===== config.mk =====
export PLATFORM = sky130hd
export DESIGN_NAME = multilevel_priority_queue_aging_unit
export DESIGN_NICKNAME = d
export VERILOG_FILES = /design/src/hdl/mpqa_pkg.sv /design/src/hdl/mpqa_ram.sv /design/src/hdl/mpqa_core.sv /design/src/hdl/multilevel_priority_queue_aging_unit.sv
export SDC_FILE = /design/constraint.sdc
export NUM_CORES = 2
export LEC_CHECK = 0
export BUFFER_PORTS_ARGS = -buffer_cell sky130_fd_sc_hd__buf_2
export CAP_MARGIN = 20
export CORE_MARGIN = 2
export CORE_UTILIZATION = 35
export CTS_CLUSTER_DIAMETER = 150
export DETAILED_ROUTE_END_ITERATION = 16
export PLACE_DENSITY = 0.56
export SLEW_MARGIN = 20
export SYNTH_ARGS = -nofsm -noshare
export SYNTH_HDL_FRONTEND = slang
export SYNTH_HIERARCHICAL = 1
export SYNTH_SLANG_ARGS = --single-unit
export TNS_END_PERCENT = 50

===== constraint.sdc =====
create_clock -name clk -period 16.65 [get_ports clk]
set_clock_uncertainty 0.15 [all_clocks]
set_input_delay 2.4975 -clock clk [delete_from_list [all_inputs] [get_ports clk]]
set_output_delay 2.4975 -clock clk [all_outputs]
set_load 0.01 [all_outputs]

===== src/hdl/mpqa_pkg.sv =====
// Package for the multilevel priority queue: constants, codes and word types.
package mpqa_pkg;

  localparam int Slots     = 64;
  localparam int SlotBits  = $clog2(Slots);
  localparam int LinkBits  = SlotBits + 1;
  localparam int TimeBits  = 32;
  localparam int Levels    = 3;
  localparam int CountBits = LinkBits;
  localparam logic [LinkBits-1:0] Nil = LinkBits'(Slots);

  localparam logic [2:0] CMD_ENQ     = 3'd0;
  localparam logic [2:0] CMD_DEQ     = 3'd1;
  localparam logic [2:0] CMD_MOVE    = 3'd2;
  localparam logic [2:0] CMD_PROMOTE = 3'd3;
  localparam logic [2:0] CMD_TIMEOUT = 3'd4;

  localparam logic [1:0] REG_PROMOTE = 2'd0;
  localparam logic [1:0] REG_TOP_TO  = 2'd1;
  localparam logic [1:0] REG_MED_TO  = 2'd2;

  typedef struct packed {
    logic [2:0]  command;
    logic [5:0]  slot;
    logic [1:0]  level;
    logic [31:0] stamp;
  } in_word_t;

  typedef struct packed {
    logic       found;
    logic [5:0] out_slot;
    logic [1:0] out_level;
    logic       acted;
    logic       queue_empty;
  } out_word_t;

  // Per-slot entry held in memory.
  typedef struct packed {
    logic [LinkBits-1:0] next;
    logic [LinkBits-1:0] prev;
    logic [1:0]          level;
    logic [TimeBits-1:0] stamp;
  } entry_t;

  localparam int EntryBits = $bits(entry_t);

endpackage


===== src/hdl/mpqa_ram.sv =====
// Generic single-port-write, single-port-read RAM with registered read.
module mpqa_ram #(
  parameter int WIDTH = 8,
  parameter int DEPTH = 16
) (
  input  logic                     clk,
  input  logic                     we,
  input  logic [$clog2(DEPTH)-1:0] waddr,
  input  logic [WIDTH-1:0]         wdata,
  input  logic [$clog2(DEPTH)-1:0] raddr,
  output logic [WIDTH-1:0]         rdata
);
  logic [WIDTH-1:0] mem [DEPTH];

  always_ff @(posedge clk) begin
    if (we) begin
      mem[waddr] <= wdata;
    end
    rdata <= mem[raddr];
  end
endmodule


===== src/hdl/mpqa_core.sv =====
// Sequencer that walks the linked lists through the entry memory.
module mpqa_core (
  input  logic                 clk,
  input  logic                 rst_n,
  input  logic                 in_valid,
  output logic                 in_stall,
  input  mpqa_pkg::in_word_t   in_word,
  output logic                 out_valid,
  input  logic                 out_stall,
  output mpqa_pkg::out_word_t  out_word,
  input  logic [31:0]          promote_lim,
  input  logic [31:0]          top_lim,
  input  logic [31:0]          med_lim
);
  localparam int SB = mpqa_pkg::SlotBits;
  localparam int LB = mpqa_pkg::LinkBits;

  typedef enum logic [3:0] {
    S_IDLE, S_RD, S_DECIDE, S_RDP, S_WRP, S_RDN, S_WRN, S_RDT, S_WRT, S_WRS, S_OUT
  } state_t;

  state_t state_r;
  mpqa_pkg::in_word_t in_r;
  mpqa_pkg::entry_t   ent_r;
  mpqa_pkg::out_word_t res_r;
  mpqa_pkg::out_word_t out_r;
  logic [LB-1:0] head_r [mpqa_pkg::Levels];
  logic [LB-1:0] tail_r [mpqa_pkg::Levels];
  logic [mpqa_pkg::CountBits-1:0] count_r [mpqa_pkg::Levels];
  logic [mpqa_pkg::Slots-1:0] linked_r, tmo_r;
  logic empty_r, out_valid_r;
  logic [SB-1:0] s_r;           // slot being worked on
  logic [1:0]    lv_r;          // target level for the attach
  logic          do_attach_r;

  logic          we;
  logic [SB-1:0] waddr, raddr;
  mpqa_pkg::entry_t wdata, rdata;
  logic [mpqa_pkg::EntryBits-1:0] rdata_bits;

  mpqa_ram #(.WIDTH(mpqa_pkg::EntryBits), .DEPTH(mpqa_pkg::Slots)) u_ram (
    .clk(clk), .we(we), .waddr(waddr), .wdata(wdata), .raddr(raddr),
    .rdata(rdata_bits));
  assign rdata = mpqa_pkg::entry_t'(rdata_bits);

  // Decision values from the slot's entry as it arrives from memory.
  logic        le;
  logic [31:0] el;
  logic        ok_prom, ok_tmo, lv_ok;
  logic [1:0]  hi_lv;
  logic        any_lv;
  logic [SB-1:0] head_slot;

  always_comb begin
    el = in_r.stamp - rdata.stamp;
    le = in_r.stamp >= rdata.stamp;
    ok_prom = le && (el >= promote_lim);
    ok_tmo = le && !tmo_r[in_r.slot] &&
             ((rdata.level == 2'd2 && el > top_lim) ||
              (rdata.level == 2'd1 && el > med_lim));
    lv_ok = in_r.level != 2'd3;
    any_lv = 1'b1;
    hi_lv = 2'd0;
    if (count_r[2] != '0 && head_r[2] != mpqa_pkg::Nil) hi_lv = 2'd2;
    else if (count_r[1] != '0 && head_r[1] != mpqa_pkg::Nil) hi_lv = 2'd1;
    else if (count_r[0] != '0 && head_r[0] != mpqa_pkg::Nil) hi_lv = 2'd0;
    else any_lv = 1'b0;
    head_slot = hi_lv == 2'd2 ? head_r[2][SB-1:0] :
                hi_lv == 2'd1 ? head_r[1][SB-1:0] : head_r[0][SB-1:0];
  end

  always_comb begin
    we = 1'b0;
    waddr = s_r;
    wdata = ent_r;
    raddr = s_r;
    case (state_r)
      // A dequeue reads the head it is about to pop.
      S_RD:  raddr = (in_r.command == mpqa_pkg::CMD_DEQ) ? head_slot : s_r;
      S_RDP: raddr = ent_r.prev[SB-1:0];
      S_RDN: raddr = ent_r.next[SB-1:0];
      S_RDT: raddr = tail_r[lv_r][SB-1:0];
      S_WRP: begin
        we = 1'b1; waddr = ent_r.prev[SB-1:0];
        wdata = rdata; wdata.next = ent_r.next;
      end
      S_WRN: begin
        we = 1'b1; waddr = ent_r.next[SB-1:0];
        wdata = rdata; wdata.prev = ent_r.prev;
      end
      S_WRT: begin
        we = 1'b1; waddr = tail_r[lv_r][SB-1:0];
        wdata = rdata; wdata.next = {1'b0, s_r};
      end
      S_WRS: begin
        we = 1'b1;
        wdata.prev = tail_r[lv_r];
        wdata.next = mpqa_pkg::Nil;
        wdata.level = lv_r;
        wdata.stamp = (in_r.command == mpqa_pkg::CMD_ENQ) ? in_r.stamp : ent_r.stamp;
      end
      default: ;
    endcase
  end

  assign in_stall = (state_r != S_IDLE);
  assign out_valid = out_valid_r;
  assign out_word = out_r;

  always_ff @(posedge clk) begin
    if (!rst_n) begin
      state_r <= S_IDLE;
      out_valid_r <= 1'b0;
      linked_r <= '0;
      tmo_r <= '0;
      empty_r <= 1'b1;
      do_attach_r <= 1'b0;
      for (int i = 0; i < mpqa_pkg::Levels; i++) begin
        head_r[i] <= mpqa_pkg::Nil;
        tail_r[i] <= mpqa_pkg::Nil;
        count_r[i] <= '0;
      end
    end else begin
      case (state_r)
        S_IDLE: begin
          if (in_valid) begin
            in_r <= in_word;
            s_r <= in_word.slot;
            res_r <= '0;
            do_attach_r <= 1'b0;
            state_r <= S_RD;
          end
        end
        S_RD: begin
          if (in_r.command == mpqa_pkg::CMD_DEQ) begin
            s_r <= head_slot;
          end
          state_r <= S_DECIDE;
        end
        S_DECIDE: begin
          ent_r <= rdata;
          case (in_r.command)
            mpqa_pkg::CMD_ENQ: begin
              if (lv_ok && !linked_r[s_r]) begin
                lv_r <= in_r.level; do_attach_r <= 1'b1;
                tmo_r[s_r] <= 1'b0; empty_r <= 1'b0;
                state_r <= S_RDT;
              end else begin
                state_r <= S_OUT;
              end
            end
            mpqa_pkg::CMD_DEQ: begin
              if (any_lv) begin
                res_r.found <= 1'b1;
                res_r.out_slot <= s_r;
                res_r.out_level <= hi_lv;
                state_r <= S_RDP;
              end else begin
                empty_r <= 1'b1;
                state_r <= S_OUT;
              end
            end
            mpqa_pkg::CMD_MOVE: begin
              if (lv_ok && linked_r[s_r]) begin
                lv_r <= in_r.level; do_attach_r <= 1'b1; state_r <= S_RDP;
              end else begin
                state_r <= S_OUT;
              end
            end
            mpqa_pkg::CMD_PROMOTE: begin
              if (linked_r[s_r] && ok_prom) begin
                lv_r <= 2'd1; do_attach_r <= 1'b1;
                res_r.acted <= 1'b1; state_r <= S_RDP;
              end else begin
                state_r <= S_OUT;
              end
            end
            mpqa_pkg::CMD_TIMEOUT: begin
              if (linked_r[s_r] && ok_tmo) begin
                tmo_r[s_r] <= 1'b1; res_r.acted <= 1'b1;
              end
              state_r <= S_OUT;
            end
            default: state_r <= S_OUT;
          endcase
        end
        S_RDP: begin
          // Detach: unlink from neighbors, fix head, tail and count.
          linked_r[s_r] <= 1'b0;
          if (count_r[ent_r.level] != '0)
            count_r[ent_r.level] <= count_r[ent_r.level] - 1'b1;
          if (ent_r.prev == mpqa_pkg::Nil) head_r[ent_r.level] <= ent_r.next;
          if (ent_r.next == mpqa_pkg::Nil) tail_r[ent_r.level] <= ent_r.prev;
          state_r <= (ent_r.prev != mpqa_pkg::Nil) ? S_WRP : S_RDN;
        end
        S_WRP: state_r <= S_RDN;
        S_RDN: state_r <= (ent_r.next != mpqa_pkg::Nil) ? S_WRN :
                          (do_attach_r ? S_RDT : S_OUT);
        S_WRN: state_r <= do_attach_r ? S_RDT : S_OUT;
        S_RDT: state_r <= (tail_r[lv_r] != mpqa_pkg::Nil) ? S_WRT : S_WRS;
        S_WRT: state_r <= S_WRS;
        S_WRS: begin
          if (tail_r[lv_r] == mpqa_pkg::Nil) head_r[lv_r] <= {1'b0, s_r};
          tail_r[lv_r] <= {1'b0, s_r};
          count_r[lv_r] <= count_r[lv_r] + 1'b1;
          linked_r[s_r] <= 1'b1;
          state_r <= S_OUT;
        end
        S_OUT: begin
          // The output register holds the previous word until it is taken.
          if (!out_valid_r || !out_stall) begin
            out_r <= {res_r.found, res_r.out_slot, res_r.out_level, res_r.acted, empty_r};
            out_valid_r <= 1'b1;
            state_r <= S_IDLE;
          end
        end
        default: state_r <= S_IDLE;
      endcase
      if (out_valid_r && !out_stall && !(state_r == S_OUT)) out_valid_r <= 1'b0;
    end
  end
endmodule


===== src/hdl/multilevel_priority_queue_aging_unit.sv =====
// Top level of the three-level priority queue with aging and its register port.
//   channel | direction | handshake
//   in_     | input     | in_valid / in_stall, word in_word
//   out_    | output    | out_valid / out_stall, word out_word
//   cfg_    | input     | APB write/read, 3 registers at 4*i
// The sequencer walks the entry memory one read or write a cycle
// (slot, prev, next and tail neighbors).
// Reset is synchronous and active low; no clearing pass is needed.
// A stalled result holds the block until it is taken.
module multilevel_priority_queue_aging_unit (
  input  logic                clk,
  input  logic                rst_n,
  input  logic                in_valid,
  output logic                in_stall,
  input  mpqa_pkg::in_word_t  in_word,
  output logic                out_valid,
  input  logic                out_stall,
  output mpqa_pkg::out_word_t out_word,
  input  logic                cfg_psel,
  input  logic                cfg_penable,
  input  logic                cfg_pwrite,
  input  logic [3:0]          cfg_paddr,
  input  logic [31:0]         cfg_pwdata,
  output logic [31:0]         cfg_prdata,
  output logic                cfg_pready
);
  logic [31:0] promote_r, top_r, med_r;
  logic [1:0]  ridx;

  assign ridx = cfg_paddr[3:2];
  assign cfg_pready = 1'b1;

  always_ff @(posedge clk) begin
    if (!rst_n) begin
      promote_r <= 32'd60;
      top_r     <= 32'd30;
      med_r     <= 32'd60;
    end else if (cfg_psel && cfg_penable && cfg_pwrite) begin
      case (ridx)
        mpqa_pkg::REG_PROMOTE: promote_r <= cfg_pwdata;
        mpqa_pkg::REG_TOP_TO:  top_r     <= cfg_pwdata;
        mpqa_pkg::REG_MED_TO:  med_r     <= cfg_pwdata;
        default: ;
      endcase
    end
  end

  always_comb begin
    case (ridx)
      mpqa_pkg::REG_PROMOTE: cfg_prdata = promote_r;
      mpqa_pkg::REG_TOP_TO:  cfg_prdata = top_r;
      mpqa_pkg::REG_MED_TO:  cfg_prdata = med_r;
      default:               cfg_prdata = '0;
    endcase
  end

  mpqa_core u_core (
    .clk(clk), .rst_n(rst_n),
    .in_valid(in_valid), .in_stall(in_stall), .in_word(in_word),
    .out_valid(out_valid), .out_stall(out_stall), .out_word(out_word),
    .promote_lim(promote_r), .top_lim(top_r), .med_lim(med_r));

`ifndef NO_ASSERTIONS
  a_pop_not_empty: assert property (@(posedge clk) disable iff (!rst_n)
    (out_valid && out_word.found) |-> !out_word.queue_empty)
    else $error("pop reported with empty flag set");
  a_out_hold: assert property (@(posedge clk) disable iff (!rst_n)
    (out_valid && out_stall) |=> (out_valid && $stable(out_word)))
    else $error("stalled result word changed");
  a_acted_not_pop: assert property (@(posedge clk) disable iff (!rst_n)
    out_valid |-> !(out_word.found && out_word.acted))
    else $error("pop and check both reported");
`endif
endmodule

==> results.md <==
* Total power draw at roughly 27,000 uW
* Hold_buf cts at 0
* GP Congestion at 0.855
* CP Capture Type: flip-flop
* Fillers at 35,800
* Worst-skew pair later-pin latency at ~0.95 ns
* Combinational Power Share at 0.286
* Vias in the first global route at approximately 76,000
* Critical path arrival at 8.27 ns
* Worst-Margin Slew at around 1.2 ns
* Vias at around 77,000
* Synth Net Count at around 7,900
* Fin nets at 8,173
* Main synth FF type: edfxtp_1
* Area after DPL at between 100,000 and 150,000 um2
* Chip Width at between 600 and 700 um
* Total length of routed wires at about 410,000 um
* Die height at 641 um
* Switching pwr at 8690 uW
* Clock power frac at 0.300
* HPWL Detailed at ~240,000 um
* Final hold vios at 0
* Peak supply drop at around 0.13 mV
* Unrepaired setup endpoints after global routing: no
* Largest net degree at the start of global routing at ~120
* Max-slew headroom at the worst pin at 0.197
* TritonRoute pass-1 iters at 6
* Final Instance Area at ~160,000 um2
* DRC violations left at 0
* Slew Viols, Final at 0
* Final Cycle Share at 0.459
* CTS tree: built
* Switch share at 0.323
* Cell accounting for the most synthesized area: edfxtp_1
* Sequential cell area fraction in the yosys report at 0.732
* DIE AREA at ~410,000 um2
* Run status: completed
* Yosys reg bits at roughly 3,600
* FFs w/ async S/R, synth at 0
* # IOs at 132
* P&R area growth vs syn at 13.9%
* Max Cap Viol at 0
* WS Path Type: reg2reg
* Detail Route Antenna Nets at 0
* Crit-path max FO at 74
* Top-count cell post-synth: edfxtp_1
* Leak at between 0.05 and 0.06 uW
* Synthesized area at between 100,000 and 150,000 um2
* Avg WL per Cell at between 30 and 40 um
* I/O Buffers at about 130
* H-tree Lvls at 5
* Post-synth top cells: 3,269 x edfxtp_1, 810 x mux4_2, 582 x nand2_1
* Hold/Removal Path Class: reg2reg
* PostCTS Resize Cnt at 0
* Syn_area_per_cell at roughly 18 um2
* Top cells by area, synth: edfxtp_1 69%, mux4_2 13%, dfxtp_1 4.0%
* All-Layer GR Usage at 0.198
* Yosys warning total at 6
* Min cycle time layout at around 7.7 ns
* Number of synthesized flops with an enable pin at about 3,300
* CP startpoint kind: flip-flop
* Area share of the largest cell type after synthesis at 0.692
* Reg clk slew, reported paths at 0.06 ns
* Vias per cell at ~5.6
* Antenna violations before repair at 25
* P per Cell Area at 166 nW/um2
* Remaining Overflow, GRT at 0
* Setup tns final at 0 ns
* Setup violators final at 0
* Drt initial violations at roughly 10,000
* Initial Util at 0.352
* First-pass GRT wire length at a little under 600,000 um
* Total CTS buffers at 371
* Fmax at between 100 and 150 MHz
* Internal power at between 15,000 and 20,000 uW
* CTS Sinks at about 3,600
* Flop pwr share at 0.414
* Postcts setup bufs at 0
* Netlist cell types at 81
* FP Rows at 233
* Synthesized instance count at 7,675
* CP required at around 17 ns
* Clk root buf: clkbuf_16
* Core area at just over 400,000 um2
* Share of cells above drive strength 1 at 0.225
* Clk buf depth at 4
-- cells in the final DEF (no fill, tap or decap), types with 27 or more instances in the layout --
| master | n |
|---|---|
| nand2_1 | 542 |
| clkbuf_1 | 106 |
| nor2b_1 | 48 |
| inv_1 | 166 |
| and2_1 | 68 |
| a22o_1 | 57 |
| buf_2 | 127 |
| a221oi_1 | 94 |
| clkinv_2 | 59 |
| a22oi_1 | 122 |
| mux4_2 | 810 |
| nor2_1 | 209 |
| nand3_1 | 50 |
| ha_1 | 131 |
| clkinv_1 | 71 |
| o22ai_1 | 127 |
| a21oi_1 | 227 |
| buf_4 | 202 |
| a21o_1 | 34 |
| clkbuf_16 | 380 |
| dfxtp_1 | 283 |
| mux2i_1 | 212 |
| nor3_1 | 27 |
| nor2_4 | 64 |
| o221ai_1 | 31 |
| nand2_4 | 30 |
| a211oi_1 | 45 |
| edfxtp_1 | 3269 |
| o21ai_0 | 250 |
-- final timing paths --
| kind | start | end | slack [ns] | depth (start not counted) |
|---|---|---|---|---|
| setup / recovery | u_core/head_r[1][3] | u_core/u_ram/rdata[17] | 9.00 | 15 |
| hold / removal | u_core/res_r[6] | u_core/out_word[6] | 0.27 | 0 |
| setup reg to reg | u_core/head_r[1][3] | u_core/u_ram/rdata[17] | 9.00 | 15 |
| hold reg to reg | u_core/res_r[6] | u_core/out_word[6] | 0.27 | 0 |
-- metal layers --
layer,vias up,track usage,share of wire
li1,31700,-,-
met1,41100,0.272,0.40
met2,3441,0.322,0.48
met3,587,0.0325,0.084
met4,4,0.0600,0.031
met5,-,0,0.000073
-- stage by stage --
step                hold slack, ns  setup WS, ns   util  cells
floorplan                    0.250         10.52      -   7675
global placement             0.257          8.78  0.371  13000
detailed placement           0.255          8.75  0.371  13000
CTS                          0.269          8.71  0.400  13700
global route                 0.288          8.11  0.401  13700
finish                       0.269          9.00  0.401  13700
-- critical path: stages (launching register included) --
cell	delay, ns
edfxtp_1	0.38
or4b_2	0.67
o41ai_1	0.69
nand2_1	0.13
a311oi_1	0.30
a21o_1	0.21
mux4_2	0.28
mux2_8	0.75
buf_4	0.73
buf_4	0.73
buf_4	0.76
mux4_2	0.61
o22ai_1	0.25
nor2_1	0.10
a21oi_1	0.52
a221oi_1	0.11
-- power by group through the flow --
stage                     Sequential [uW]  Combinational [uW]  Clock, uW
final                               11100                7690       8060
after global routing                11100                8250       8530
after CTS                           11100                7700       8190
after detailed placement            11300                7680          0
after global placement              11300                7550          0
after floorplan                     11200                5050          0
-- registers in the layout (all words and copies together) (netlist names), 2 cells and up, named ones only --
signal	flops
med_r	32
promote_r	32
top_r	32
u_core/count_r	28
u_core/ent_r	48
u_core/head_r	21
u_core/in_r	43
u_core/lv_r	2
u_core/out_word	11
u_core/res_r	10
u_core/s_r	6
u_core/state_r	4
u_core/tail_r	28
u_core/u_ram/mem	3072
u_core/u_ram/rdata	48
-- cells by family (layout without fill, tap and decap cells) --
logic type               after synthesis  count (layout)  synth area share
multiplexers                        1048            1048             0.146
other                                  1               9         0.0000264
AND/OR/NAND/NOR                     1203            1203            0.0381
AO/OA/AOI/OAI                       1099            1099            0.0511
flip-flops                          3552            3552             0.732
adder cells (fa/ha/maj)              132             132            0.0117
XOR/XNOR                              39              39           0.00241
buffers and inverters                601            1191            0.0196
-- area by class of cell --
type                       instances  area (um2)  area share
sequential                      3552      104000       0.643
multi-input combinational       3522       36300       0.225
clock buffer                     506       10200      0.0630
tap                             5405        6760      0.0418
timing repair buffer             339        2340      0.0145
clock inverter                   177        1550     0.00959
inverter                         169         634     0.00393
antenna                            8        20.0    0.000124
Note: power is estimated with default switching activity, not from simulation.
